`src/rsfe_pkg.sv`:
```
// rsfe_pkg: symbol codes, field widths and frame construction for the
// remote-switch frame encoder; no dependencies
package rsfe_pkg;

    // frame geometry
    localparam int NUM_SYMBOLS  = 16;
    localparam int SYM_W        = 8;
    localparam int SYM_IDX_W    = $clog2(NUM_SYMBOLS);
    localparam int BIT_IDX_W    = $clog2(SYM_W);
    localparam int DEV_W        = 5;
    localparam int SUB_W        = 3;
    localparam int REPEAT_W     = 8;

    // symbol index layout
    localparam logic [SYM_IDX_W-1:0] SUB_BASE  = 4'd5;
    localparam logic [SYM_IDX_W-1:0] ON_IDX_A  = 4'd10;
    localparam logic [SYM_IDX_W-1:0] ON_IDX_B  = 4'd11;
    localparam logic [SYM_IDX_W-1:0] SYNC_IDX  = 4'd12;
    localparam logic [SYM_IDX_W-1:0] LAST_SYM  = 4'd15;
    localparam logic [BIT_IDX_W-1:0] LAST_BIT  = 3'd7;

    // symbol codes, shifted out msb first
    localparam logic [SYM_W-1:0] SYM_LOW   = 8'h88;
    localparam logic [SYM_W-1:0] SYM_HIGH  = 8'hEE;
    localparam logic [SYM_W-1:0] SYM_FLOAT = 8'h8E;
    localparam logic [SYM_W-1:0] SYM_SYNC  = 8'h80;
    localparam logic [SYM_W-1:0] SYM_ZERO  = 8'h00;

    // operation codes carried in tuser
    localparam logic OP_SEND = 1'b0;
    localparam logic OP_TICK = 1'b1;

    // highest sub-address that is taken
    localparam logic [SUB_W-1:0] SUB_ADDR_MAX = 3'd4;

    // configuration register indexes and reset value
    localparam logic REG_REPEAT_COUNT = 1'b0;
    localparam logic [REPEAT_W-1:0] REPEAT_COUNT_RESET = 8'd4;

    typedef logic [SYM_W-1:0] symbol_t;

    // one symbol of a freshly built frame
    function automatic symbol_t build_symbol(input logic [SYM_IDX_W-1:0] idx,
                                             input logic [DEV_W-1:0]     dev,
                                             input logic [SUB_W-1:0]     sub,
                                             input logic                 on);
        symbol_t sym;
        logic [SYM_IDX_W-1:0] sub_off;
        sub_off = idx - SUB_BASE;
        if (idx < SUB_BASE) begin
            sym = dev[idx[2:0]] ? SYM_LOW : SYM_FLOAT;
        end else if (idx < ON_IDX_A) begin
            sym = (sub_off == {1'b0, sub}) ? SYM_LOW : SYM_FLOAT;
        end else if (idx == ON_IDX_A) begin
            sym = on ? SYM_LOW : SYM_HIGH;
        end else if (idx == ON_IDX_B) begin
            sym = on ? SYM_HIGH : SYM_LOW;
        end else if (idx == SYNC_IDX) begin
            sym = SYM_SYNC;
        end else begin
            sym = SYM_ZERO;
        end
        return sym;
    endfunction

endpackage

```
`src/remote_switch_frame_encoder_top.sv`:
```
// remote_switch_frame_encoder_top: stream-in, stream-out frame encoder with
// an apb register for the repeat count; depends on rsfe_pkg
//
//  channel   direction  handshake            payload
//  s_        in         s_tvalid / s_tready  tuser: operation, tdata: addr, sub, on
//  m_        out        m_tvalid / m_tready  tdata: data_out, busy_res, accepted
//  apb       in         psel+penable, pready always high, repeat_count at 0x0
//
// a result is offered once its input transfer has passed the input register and then the
// result register; store and counters update as it moves to the result register
// throughput is one transfer per cycle while the result side keeps taking them
// while a result waits, one more transfer fits if the input register is empty
// reset (aresetn low, synchronous) clears counters, pin, store and both stages
module remote_switch_frame_encoder_top
    import rsfe_pkg::*;
(
    input  logic        aclk,
    input  logic        aresetn,
    // input stream
    input  logic        s_tvalid,
    output logic        s_tready,
    input  logic [15:0] s_tdata,   // [4:0] device, [7:5] channel, [8] switch_on
    input  logic        s_tuser,   // [0] operation
    // result stream
    output logic        m_tvalid,
    input  logic        m_tready,
    output logic [7:0]  m_tdata,   // [0] data_out, [1] busy_res, [2] accepted
    // configuration
    input  logic        psel,
    input  logic        penable,
    input  logic        pwrite,
    input  logic [2:0]  paddr,
    input  logic [31:0] pwdata,
    output logic [31:0] prdata,
    output logic        pready
);

    // input stage
    logic             in_valid_reg;
    logic             in_op_reg;
    logic [DEV_W-1:0] in_dev_reg;
    logic [SUB_W-1:0] in_sub_reg;
    logic             in_on_reg;

    // encoder state
    symbol_t               symbol_reg [NUM_SYMBOLS];
    logic [SYM_IDX_W-1:0]  symbol_pos_reg, symbol_pos_next;
    logic [BIT_IDX_W-1:0]  bit_pos_reg, bit_pos_next;
    logic [REPEAT_W-1:0]   repeats_left_reg, repeats_left_next;
    logic                  pin_level_reg, pin_level_next;
    logic [REPEAT_W-1:0]   repeat_count_reg;

    // result stage
    logic       m_valid_reg;
    logic [2:0] m_data_reg;

    logic    out_ready;
    logic    advance;
    logic    send_ok;
    logic    tick_run;
    symbol_t cur_sym;
    logic    cfg_write;

    // handshake between the two stages
    assign out_ready = !m_valid_reg || m_tready;
    assign advance   = in_valid_reg && out_ready;
    assign s_tready  = !in_valid_reg || out_ready;

    // input register
    always_ff @(posedge aclk) begin
        if (!aresetn) begin
            in_valid_reg <= 1'b0;
        end else if (s_tready) begin
            in_valid_reg <= s_tvalid;
        end
        if (s_tvalid && s_tready) begin
            in_op_reg  <= s_tuser;
            in_dev_reg <= s_tdata[4:0];
            in_sub_reg <= s_tdata[7:5];
            in_on_reg  <= s_tdata[8];
        end
    end

    // decode of the held transfer
    assign send_ok  = (in_op_reg == OP_SEND) && (in_sub_reg <= SUB_ADDR_MAX);
    assign tick_run = (in_op_reg == OP_TICK) && (repeats_left_reg != '0);
    assign cur_sym  = symbol_reg[symbol_pos_reg];

    // counter and pin update
    always_comb begin
        symbol_pos_next   = symbol_pos_reg;
        bit_pos_next      = bit_pos_reg;
        repeats_left_next = repeats_left_reg;
        pin_level_next    = pin_level_reg;
        if (send_ok) begin
            symbol_pos_next   = '0;
            bit_pos_next      = '0;
            repeats_left_next = repeat_count_reg;
        end else if (tick_run) begin
            // msb first: bit 7 - bit_pos
            pin_level_next = cur_sym[LAST_BIT - bit_pos_reg];
            if (bit_pos_reg == LAST_BIT) begin
                bit_pos_next = '0;
                if (symbol_pos_reg == LAST_SYM) begin
                    symbol_pos_next   = '0;
                    repeats_left_next = repeats_left_reg - 1'b1;
                end else begin
                    symbol_pos_next = symbol_pos_reg + 1'b1;
                end
            end else begin
                bit_pos_next = bit_pos_reg + 1'b1;
            end
        end
    end

    // state registers
    always_ff @(posedge aclk) begin
        if (!aresetn) begin
            symbol_pos_reg   <= '0;
            bit_pos_reg      <= '0;
            repeats_left_reg <= '0;
            pin_level_reg    <= 1'b0;
        end else if (advance) begin
            symbol_pos_reg   <= symbol_pos_next;
            bit_pos_reg      <= bit_pos_next;
            repeats_left_reg <= repeats_left_next;
            pin_level_reg    <= pin_level_next;
        end
    end

    // frame store, loaded in parallel on a valid send
    always_ff @(posedge aclk) begin
        if (!aresetn) begin
            for (int i = 0; i < NUM_SYMBOLS; i++) begin
                symbol_reg[i] <= SYM_ZERO;
            end
        end else if (advance && send_ok) begin
            for (int i = 0; i < NUM_SYMBOLS; i++) begin
                symbol_reg[i] <= build_symbol(SYM_IDX_W'(i), in_dev_reg, in_sub_reg,
                                              in_on_reg);
            end
        end
    end

    // result register
    always_ff @(posedge aclk) begin
        if (!aresetn) begin
            m_valid_reg <= 1'b0;
        end else if (out_ready) begin
            m_valid_reg <= in_valid_reg;
        end
        if (advance) begin
            m_data_reg <= {send_ok, (repeats_left_next != '0), pin_level_next};
        end
    end

    assign m_tvalid = m_valid_reg;
    assign m_tdata  = {5'b0, m_data_reg};

    // configuration port
    assign pready    = 1'b1;
    assign cfg_write = psel && penable && pwrite && pready;

    always_ff @(posedge aclk) begin
        if (!aresetn) begin
            repeat_count_reg <= REPEAT_COUNT_RESET;
        end else if (cfg_write && (paddr[2] == REG_REPEAT_COUNT)) begin
            repeat_count_reg <= pwdata[REPEAT_W-1:0];
        end
    end

    assign prdata = (paddr[2] == REG_REPEAT_COUNT) ? {24'b0, repeat_count_reg} : 32'b0;

    // an idle tick leaves the pin and the positions alone
    a_idle_tick_stable: assert property (@(posedge aclk) disable iff (!aresetn)
        (advance && in_op_reg == OP_TICK && repeats_left_reg == '0) |=>
            ($stable(pin_level_reg) && $stable(bit_pos_reg) && $stable(symbol_pos_reg)))
        else $error("idle tick changed encoder state");

    // repeats only grow on a valid send
    a_repeats_no_growth: assert property (@(posedge aclk) disable iff (!aresetn)
        (advance && !send_ok) |=> (repeats_left_reg <= $past(repeats_left_reg)))
        else $error("repeat counter grew without a send");

    // bit position steps by one inside a symbol
    a_bit_step: assert property (@(posedge aclk) disable iff (!aresetn)
        (advance && tick_run && bit_pos_reg != LAST_BIT) |=>
            (bit_pos_reg == $past(bit_pos_reg) + 1'b1) && $stable(symbol_pos_reg))
        else $error("bit position did not advance");

    // an accepted result always comes from a send transfer
    a_accept_from_send: assert property (@(posedge aclk) disable iff (!aresetn)
        (advance && in_op_reg == OP_TICK) |=> !m_data_reg[2])
        else $error("tick transfer reported as accepted");

endmodule
```
`config.mk`:
```
export PLATFORM = sky130hd
export DESIGN_NAME = remote_switch_frame_encoder_top
export DESIGN_NICKNAME = d
export VERILOG_FILES = /design/src/rsfe_pkg.sv /design/src/remote_switch_frame_encoder_top.sv
export SDC_FILE = /design/constraint.sdc
export NUM_CORES = 1
export LEC_CHECK = 0
export ABC_AREA = 1
export ABC_CLOCK_PERIOD_IN_PS = 2300
export CELL_PAD_IN_SITES_DETAIL_PLACEMENT = 1
export CELL_PAD_IN_SITES_GLOBAL_PLACEMENT = 1
export CORE_MARGIN = 5
export CORE_UTILIZATION = 44
export CTS_BUF_LIST = sky130_fd_sc_hd__clkbuf_4 sky130_fd_sc_hd__clkbuf_8 sky130_fd_sc_hd__clkbuf_16
export DETAILED_ROUTE_END_ITERATION = 6
export DONT_BUFFER_PORTS = 1
export PLACE_DENSITY_LB_ADDON = 0.1
export SYNTH_ARGS = -nofsm -noshare
export SYNTH_HDL_FRONTEND = slang
export SYNTH_SLANG_ARGS = --single-unit
```
`constraint.sdc`:
```
create_clock -name aclk -period 2.3 [get_ports aclk]
set_input_delay 0.46 -clock aclk [delete_from_list [all_inputs] [get_ports aclk]]
set_output_delay 0.46 -clock aclk [all_outputs]
set_load 0.01 [all_outputs]
```
==> metrics.txt, run 1 <==
# TYPE chip_impl_metric gauge
chip_impl_metric{name="synth_enable_flop_cells",unit=""} 27
chip_impl_metric{name="cts_buffer_depth",unit=""} 2
chip_impl_metric{name="die_w",unit="µm"} 93.67
chip_impl_metric{name="crit_fanout",unit=""} 6
chip_impl_metric{name="place_inst",unit=""} 482
chip_impl_metric{name="io_pins",unit=""} 102
chip_impl_metric{name="finalHoldViolCount",unit=""} 0
chip_impl_metric{name="core_region_area",unit="µm²"} 6794
chip_impl_info{name="post_synth_main_area_contributors",value="sky130_fd_sc_hd__edfxtp_1 (26%), sky130_fd_sc_hd__dfxtp_1 (20%), sky130_fd_sc_hd__nand2_1 (10%)"} 1
chip_impl_metric{name="die_height",unit="µm"} 93.67
chip_impl_metric{name="grt_antenna_before_repair",unit=""} 0
chip_impl_info{name="worst-setup-path-type",value="register to register"} 1
chip_impl_metric{name="largest_stage_delay_on_the_critical_path",unit="ns"} 0.40
chip_impl_metric{name="min_delay_path_depth",unit=""} 0
chip_impl_metric{name="cts_setup_buffers",unit=""} 0
chip_impl_metric{name="synth_top_area_share",unit="%"} 26.32
chip_impl_metric{name="clk_pin_slew_worst_paths",unit="ns"} 0.08
chip_impl_metric{name="cp.depth",unit=""} 12
chip_impl_metric{name="route.final.wire_length",unit="µm"} 7158
chip_impl_info{name="clock_tree_root",value="sky130_fd_sc_hd__clkbuf_8"} 1
chip_impl_metric{name="cts-buffers-inserted",unit=""} 9
chip_impl_metric{name="timing.reg2reg.worst_path_depth",unit=""} 12
chip_impl_metric{name="first_iter_violations",unit=""} 190
chip_impl_info{name="worstReg2RegStart",value="bit_pos_reg[0]"} 1
chip_impl_metric{name="multiInputGateArea",unit="µm²"} 1270
chip_impl_metric{name="total_of_cells_resized_after_clock_tree_synthesis",unit=""} 0
chip_impl_metric{name="largest_net_degree_at_the_start_of_global_routing",unit=""} 18
chip_impl_metric{name="yosys_warnings",unit=""} 0
chip_impl_info{name="critical_path.startpoint_type",value="register"} 1
chip_impl_metric{name="critical_path_arrival",unit="ns"} 2.15
chip_impl_metric{name="post_cts_hold_buffer_count",unit=""} 0
chip_impl_metric{name="globalRouteOverflowTotal",unit=""} 0
chip_impl_metric{name="count_of_fill_cells_added_during_filler_insertion",unit=""} 874
chip_impl_info{name="critical_path_cell_list",value="ha_1, ha_1, inv_1, nor3_2, buf_4, nand2_1, nand2_1, nand3_1, nand2_1, nand3_1, nor2_1, nand2_1"} 1
chip_impl_metric{name="via_count",unit=""} 2448
chip_impl_metric{name="placement.cell_area",unit="µm²"} 3062
chip_impl_metric{name="ys_async_sr_fraction",unit="%"} 0
chip_impl_metric{name="register_bit_total_from_synthesis",unit=""} 58
chip_impl_metric{name="final_cell_area",unit="µm²"} 3287
chip_impl_metric{name="yosysSeqAreaShare",unit="%"} 46.47
chip_impl_metric{name="global_placer_s_final_weighted_congestion",unit=""} 0.8080
chip_impl_info{name="crit_path_max_delay_family",value="simple AND/OR/NAND/NOR gates"} 1
chip_impl_metric{name="setup_violations",unit=""} 0
chip_impl_metric{name="max_clock_freq",unit="MHz"} 487.7
chip_impl_metric{name="clk-insertion-delay-late",unit="ns"} 0.34
chip_impl_metric{name="finalHoldWorstSlack",unit="ns"} 0.2122
chip_impl_metric{name="synthesis.instances",unit=""} 393
chip_impl_metric{name="timing.slew.headroom",unit="%"} 61.76
chip_impl_metric{name="vias_per_cell",unit=""} 4.916
chip_impl_metric{name="tightest_slew",unit="ns"} 0.5723
chip_impl_metric{name="post_route_cells_drive_above_1_share",unit="%"} 9.950
chip_impl_metric{name="max-cap-violations",unit=""} 0
chip_impl_metric{name="post_synth_num_cell_types",unit=""} 32
chip_impl_metric{name="critPathRequiredTime",unit="ns"} 2.40
chip_impl_metric{name="dp_hpwl",unit="µm"} 5331
chip_impl_metric{name="design.die.area",unit="µm²"} 8774
chip_impl_info{name="worst_setup_path_startpoint",value="bit_pos_reg[0]"} 1
chip_impl_info{name="layout_commonest_cell",value="sky130_fd_sc_hd__nand2_1"} 1
chip_impl_metric{name="grt.total_usage",unit="%"} 17.44
chip_impl_info{name="critical-path-top-cell-by-count",value="sky130_fd_sc_hd__nand2_1"} 1
chip_impl_metric{name="row_count",unit=""} 30
chip_impl_metric{name="fin_ws",unit="ns"} 0.2496
chip_impl_metric{name="initial_utilization",unit="%"} 45.34
chip_impl_info{name="outcome",value="finished, final reports clean"} 1
chip_impl_info{name="hold_class",value="input port to register"} 1
chip_impl_info{name="crit_path_top_delay_cell",value="sky130_fd_sc_hd__dfxtp_1"} 1
chip_impl_metric{name="seq_area",unit="µm²"} 1431
chip_impl_metric{name="first_global_vias",unit=""} 2443
chip_impl_info{name="most_frequently_used_flop_master_after_synthesis",value="sky130_fd_sc_hd__dfxtp_1"} 1
chip_impl_metric{name="post-place-ws",unit="ns"} 0.2603
chip_impl_metric{name="insertedDiodeCount",unit=""} 0
chip_impl_info{name="yosysTopAreaCell",value="sky130_fd_sc_hd__edfxtp_1"} 1
chip_impl_info{name="hold_start",value="aresetn"} 1
chip_impl_info{name="tritoncts",value="yes"} 1
chip_impl_metric{name="buffer_ports.inserted",unit=""} 0
chip_impl_metric{name="timing.final.crit_share",unit="%"} 89.15
chip_impl_metric{name="vdd.ir_drop.worst",unit="µV"} 557.0
chip_impl_metric{name="pwr_density_cell",unit="nW/µm²"} 763.6
chip_impl_metric{name="grt_first_pass_wirelength",unit="µm"} 11870
chip_impl_info{name="end_kind",value="register"} 1
chip_impl_info{name="rsz_0062_raised_after_global_routing",value="no"} 1
chip_impl_metric{name="drc",unit=""} 0
chip_impl_metric{name="finalWorstPathRequiredPeriod",unit="ns"} 2.050
chip_impl_metric{name="mappedNetlistArea",unit="µm²"} 3080
chip_impl_metric{name="drt.antenna.violating_nets",unit=""} 0
chip_impl_metric{name="clock-skew-final",unit="ns"} 0.01102
chip_impl_metric{name="tritoncts_num_sinks",unit=""} 58
chip_impl_info{name="layout.cells.most_common_list",value="sky130_fd_sc_hd__nand2_1 (86), sky130_fd_sc_hd__inv_1 (50), sky130_fd_sc_hd__nor2_1 (38), sky130_fd_sc_hd__nand3_1 (32), sky130_fd_sc_hd__dfxtp_1 (31)"} 1
chip_impl_metric{name="total_leakage_power",unit="nW"} 1.471
chip_impl_metric{name="drt_pass1_iterations",unit=""} 4
chip_impl_metric{name="synth_area_per_cell",unit="µm²"} 7.838
chip_impl_metric{name="flip_flop_count_of_the_largest_register_all_copies_and_words_added",unit=""} 15
chip_impl_metric{name="finalNetCount",unit=""} 461
chip_impl_metric{name="wl_per_cell",unit="µm"} 14.37
chip_impl_metric{name="area.growth.synth_to_final",unit="%"} 6.702
chip_impl_metric{name="totalNegativeSetupSlack",unit="ns"} 0
chip_impl_metric{name="path_buf_inv",unit=""} 2
chip_impl_metric{name="cts.htree.levels",unit=""} 3
chip_impl_metric{name="post_layout_nonfiller_instances",unit=""} 498
chip_impl_metric{name="final_max_slew_viol_count",unit=""} 0
==> Yosys cell counts, types with 3 or more instances <==
| master | number |
|---|---|
| sky130_fd_sc_hd__o21ai_1 | 3 |
| sky130_fd_sc_hd__o21ai_0 | 17 |
| sky130_fd_sc_hd__inv_2 | 4 |
| sky130_fd_sc_hd__buf_4 | 31 |
| sky130_fd_sc_hd__nand2_2 | 3 |
| sky130_fd_sc_hd__nand4_1 | 7 |
| sky130_fd_sc_hd__nand3_1 | 32 |
| sky130_fd_sc_hd__nor2_2 | 5 |
| sky130_fd_sc_hd__a21oi_1 | 27 |
| sky130_fd_sc_hd__nand2_1 | 86 |
| sky130_fd_sc_hd__inv_1 | 50 |
| sky130_fd_sc_hd__edfxtp_1 | 27 |
| sky130_fd_sc_hd__ha_1 | 5 |
| sky130_fd_sc_hd__buf_2 | 6 |
| sky130_fd_sc_hd__dfxtp_1 | 31 |
| sky130_fd_sc_hd__nor2_1 | 38 |
==> per-stage QoR <==
stage / power [mW] / utilization [%]
floorplan: 1.430 / -
global placement: 1.441 / 45.06
detailed placement: 1.453 / 45.06
CTS: 2.526 / 48.38
global route: 2.632 / 48.38
finish: 2.510 / 48.38
==> cell type report <==
class,instances,area share (%)
Multi-Input combinational cell,269,38.64
Clock buffer,9,3.769
Sequential cell,58,43.55
Clock inverter,7,3.083
Tap cell,96,3.654
Inverter,54,6.167
Timing Repair Buffer,5,1.142
==> kinds of logic (layout without fill, tap and decap cells) <==
logic type	count (synthesis)	after routing	share of synthesized area, %
fa+ha+maj	5	5	2.031
simple gates	179	179	25.63
compound gates	54	54	9.627
other cells	2	30	0.2438
buf+inv	94	75	15.72
flops	58	58	46.47
xor+xnor	1	1	0.2844
==> per-layer routing <==
layer / part of all wire [%] / global-route usage [%] / up-vias / wire, µm
met5: 0 / 0 / - / 0
met4: 1.6 / 5.897 / 0 / 112
met2: 43 / 25.79 / 79 / 3102
li1: - / - / 1214 / -
met1: 49 / 24.66 / 1146 / 3530
met3: 5.8 / 4.567 / 9 / 413
==> final timing paths <==
kind / slack, ns / endpoint
setup / recovery: 0.25 / m_data_reg[1]
hold / removal: 0.21 / symbol_reg[11][3]
setup reg to reg: 0.25 / m_data_reg[1]
hold reg to reg: 0.47 / symbol_reg[4][3]
==> where the power goes <==
group          switching (mW)  internal (mW)
registers              0.0366           1.13
logic                   0.188         0.0730
clock network           0.463          0.617
Note: power is estimated with default switching activity, not from simulation.
==> run 2, diff against run 1 <==
--- a/config.mk
+++ b/config.mk
@@ -6,7 +6,7 @@
 export NUM_CORES = 1
 export LEC_CHECK = 0
 export ABC_AREA = 1
-export ABC_CLOCK_PERIOD_IN_PS = 2300
+export ABC_CLOCK_PERIOD_IN_PS = 2000
 export CELL_PAD_IN_SITES_DETAIL_PLACEMENT = 1
 export CELL_PAD_IN_SITES_GLOBAL_PLACEMENT = 1
 export CORE_MARGIN = 5
==> constraint.sdc (replaced) <==
create_clock -name aclk -period 2 [get_ports aclk]
set_input_delay 0.4 -clock aclk [delete_from_list [all_inputs] [get_ports aclk]]
set_output_delay 0.4 -clock aclk [all_outputs]
set_load 0.01 [all_outputs]
==> run 2 against run 1 <==
Effect of this change: die area unchanged; sequential power increased by 15%; fmax increased by 10%; critical path depth unchanged; global-route usage about the same; via count increased by 1.5%; clock power increased by 11%; cell count increased by 2.4%; non-clock buffer count increased by 12; clock skew decreased by 0.0015 ns.
==> metrics.txt, run 2 (same netlist as run 1, synthesis figures left out) <==
# TYPE chip_impl_metric gauge
chip_impl_info{name="outcome",value="finished, final reports clean"} 1
chip_impl_metric{name="power.share.combinational",unit="%"} 11.7
chip_impl_metric{name="drt.antenna.violating_nets",unit=""} 0
chip_impl_metric{name="tritoncts_num_sinks",unit=""} 58
chip_impl_metric{name="first_iter_violations",unit=""} 103
chip_impl_metric{name="io_pins",unit=""} 102
chip_impl_metric{name="power_frac_clock",unit="%"} 41.6
chip_impl_metric{name="critPathRequiredTime",unit="ns"} 2.10
chip_impl_metric{name="critical_path_arrival",unit="ns"} 1.96
chip_impl_info{name="hold_class",value="input port to register"} 1
chip_impl_metric{name="drc",unit=""} 0
chip_impl_metric{name="post-place-ws",unit="ns"} 0.04455
chip_impl_metric{name="post_route_cells_drive_above_1_share",unit="%"} 16.18
chip_impl_metric{name="largest_stage_delay_on_the_critical_path",unit="ns"} 0.31
chip_impl_metric{name="switchingPower",unit="µW"} 771.0
chip_impl_metric{name="insertedDiodeCount",unit=""} 0
chip_impl_info{name="critical_path.startpoint_type",value="register"} 1
chip_impl_metric{name="timing.reg2reg.worst_path_depth",unit=""} 12
chip_impl_info{name="layout.cells.most_common_list",value="sky130_fd_sc_hd__nand2_1 (83), sky130_fd_sc_hd__inv_1 (48), sky130_fd_sc_hd__nor2_1 (35), sky130_fd_sc_hd__nand3_1 (30), sky130_fd_sc_hd__conb_1 (30)"} 1
chip_impl_metric{name="path_buf_inv",unit=""} 2
chip_impl_info{name="layout_commonest_cell",value="sky130_fd_sc_hd__nand2_1"} 1
chip_impl_metric{name="post_cts_hold_buffer_count",unit=""} 0
chip_impl_metric{name="final_max_slew_viol_count",unit=""} 0
chip_impl_metric{name="pwr-share-seq",unit="%"} 46.7
chip_impl_metric{name="vias_per_cell",unit=""} 4.873
chip_impl_metric{name="flop_to_flop_setup_slack",unit="ns"} 0.14
chip_impl_metric{name="route.final.wire_length",unit="µm"} 7149
chip_impl_metric{name="finalWorstPathRequiredPeriod",unit="ns"} 1.864
chip_impl_metric{name="largest_net_degree_at_the_start_of_global_routing",unit=""} 18
chip_impl_info{name="crit_path_max_delay_family",value="simple AND/OR/NAND/NOR gates"} 1
chip_impl_metric{name="global_placer_s_final_weighted_congestion",unit=""} 0.8496
chip_impl_metric{name="fin_ws",unit="ns"} 0.1359
chip_impl_metric{name="design.die.area",unit="µm²"} 8774
chip_impl_metric{name="totalNegativeSetupSlack",unit="ns"} 0
chip_impl_metric{name="timing.final.crit_share",unit="%"} 93.21
chip_impl_info{name="hold_start",value="s_tdata[2]"} 1
chip_impl_metric{name="grt_first_pass_wirelength",unit="µm"} 11840
chip_impl_info{name="crit_path_top_delay_cell",value="sky130_fd_sc_hd__dfxtp_1"} 1
chip_impl_metric{name="cts_buffer_depth",unit=""} 2
chip_impl_metric{name="pwr_density_cell",unit="nW/µm²"} 838.4
chip_impl_metric{name="internal_cell_power",unit="mW"} 2.107
chip_impl_metric{name="die_height",unit="µm"} 93.67
chip_impl_metric{name="grt_antenna_before_repair",unit=""} 0
chip_impl_metric{name="globalRouteOverflowTotal",unit=""} 0
chip_impl_metric{name="core_region_area",unit="µm²"} 6794
chip_impl_metric{name="finalHoldViolCount",unit=""} 0
chip_impl_metric{name="finalNetCount",unit=""} 473
chip_impl_metric{name="dp_hpwl",unit="µm"} 5176
chip_impl_metric{name="final_cell_area",unit="µm²"} 3433
chip_impl_metric{name="setup_violations",unit=""} 0
chip_impl_metric{name="clk_pin_slew_worst_paths",unit="ns"} 0.07
chip_impl_metric{name="crit_fanout",unit=""} 10
chip_impl_info{name="end_kind",value="register"} 1
chip_impl_info{name="critical_path_cell_list",value="inv_1, ha_2, nand2_1, nor2_2, nor2_4, buf_4, nand3_1, nand3_1, nand2_1, nand3_1, nor2_1, nand2_1"} 1
chip_impl_metric{name="finalHoldWorstSlack",unit="ns"} 0.1500
chip_impl_metric{name="area.growth.synth_to_final",unit="%"} 11.45
chip_impl_metric{name="count_of_fill_cells_added_during_filler_insertion",unit=""} 835
chip_impl_info{name="tritoncts",value="yes"} 1
chip_impl_info{name="clock_tree_root",value="sky130_fd_sc_hd__clkbuf_8"} 1
chip_impl_info{name="worstReg2RegEnd",value="m_data_reg[1]"} 1
chip_impl_metric{name="cts-buffers-inserted",unit=""} 9
chip_impl_metric{name="via_count",unit=""} 2485
chip_impl_info{name="worstReg2RegStart",value="repeats_left_reg[0]"} 1
chip_impl_info{name="hold_path_end",value="in_dev_reg[2]"} 1
chip_impl_metric{name="drt_pass1_iterations",unit=""} 4
chip_impl_metric{name="wl_per_cell",unit="µm"} 14.02
chip_impl_metric{name="clock-skew-final",unit="ns"} 0.009524
chip_impl_metric{name="first_global_vias",unit=""} 2438
chip_impl_metric{name="clk-insertion-delay-late",unit="ns"} 0.34
chip_impl_metric{name="cts.htree.levels",unit=""} 3
chip_impl_metric{name="flip_flop_count_of_the_largest_register_all_copies_and_words_added",unit=""} 15
chip_impl_metric{name="die_w",unit="µm"} 93.67
chip_impl_metric{name="min_delay_path_depth",unit=""} 0
chip_impl_info{name="worst-setup-path-type",value="register to register"} 1
chip_impl_metric{name="sum_of_internal_switching_and_leakage_power",unit="mW"} 2.878
chip_impl_metric{name="total_leakage_power",unit="nW"} 1.530
chip_impl_metric{name="placement.cell_area",unit="µm²"} 3137
chip_impl_metric{name="buffer_ports.inserted",unit=""} 0
chip_impl_metric{name="max-cap-violations",unit=""} 0
chip_impl_metric{name="vdd.ir_drop.worst",unit="µV"} 551.8
chip_impl_metric{name="power.share.switching",unit="%"} 26.79
chip_impl_metric{name="grt.total_usage",unit="%"} 17.41
chip_impl_metric{name="row_count",unit=""} 30
chip_impl_metric{name="initial_utilization",unit="%"} 45.34
chip_impl_metric{name="max_clock_freq",unit="MHz"} 536.4
==> run 2: layer usage <==
metal,vias to the layer above,GRT usage [%],wire (µm)
met3,10,4.888,387
met1,1167,25.33,3563
met5,-,0,0
met4,0,5.535,89
met2,71,24.90,3110
li1,1237,-,-
==> run 2: how the worst max path moves through the flow <==
stage                              from            end  slack (ns)  cells past startpoint
CTS                      bit_pos_reg[0]  m_data_reg[1]        0.02                     12
global route        repeats_left_reg[0]  m_data_reg[1]       -0.02                     12
detailed placement       bit_pos_reg[0]  m_data_reg[1]        0.04                     12
finish              repeats_left_reg[0]  m_data_reg[1]        0.14                     12
floorplan                bit_pos_reg[0]  m_data_reg[1]        0.23                     11
global placement         bit_pos_reg[0]  m_data_reg[1]        0.05                     12
==> run 2: layout make-up <==
cell class,instances,area (µm²),area share (%)
well taps,96,120.1,3.499
multi-input cells,269,1329,38.70
inverters,54,205.2,5.977
flip-flops and latches,58,1435,41.80
clock buffers,9,123.9,3.608
repair buffers,17,127.6,3.717
clock inverters,7,92.59,2.697
==> run 2: power groups by stage <==
| stage | clock, mW | combinational [mW] | sequential (mW) |
|---|---|---|---|
| after floorplan | 0 | 0.288 | 1.36 |
| after global placement | 0 | 0.304 | 1.37 |
| after detailed placement | 0 | 0.310 | 1.37 |
| after CTS | 1.23 | 0.314 | 1.34 |
| after global routing | 1.30 | 0.381 | 1.35 |
| final | 1.20 | 0.337 | 1.34 |
==> run 2: worst reg2reg max path, stage by stage, from the launching register on <==
cell                      delay (ns)
sky130_fd_sc_hd__dfxtp_1        0.31
sky130_fd_sc_hd__inv_1          0.10
sky130_fd_sc_hd__ha_2           0.20
sky130_fd_sc_hd__nand2_1        0.07
sky130_fd_sc_hd__nor2_2         0.17
sky130_fd_sc_hd__nor2_4         0.10
sky130_fd_sc_hd__buf_4          0.15
sky130_fd_sc_hd__nand3_1        0.06
sky130_fd_sc_hd__nand3_1        0.08
sky130_fd_sc_hd__nand2_1        0.11
sky130_fd_sc_hd__nand3_1        0.11
sky130_fd_sc_hd__nor2_1         0.11
sky130_fd_sc_hd__nand2_1        0.05
==> run 2: what timing repair did <==
action | 4_1_cts | 5_1_grt
gates resized for setup | 0 | 21
setup endpoints to repair | 0 | 2
buffers inserted | 0 | 2
endpoints found under the hold margin | 0 | 0
==> run 2: metrics by stage <==
step,std cells,utilization [%]
2_1_floorplan,421,-
5_1_grt,510,50.53
4_1_cts,508,49.36
3_5_place_dp,492,46.17
6_report,510,50.53
3_3_place_gp,492,46.17
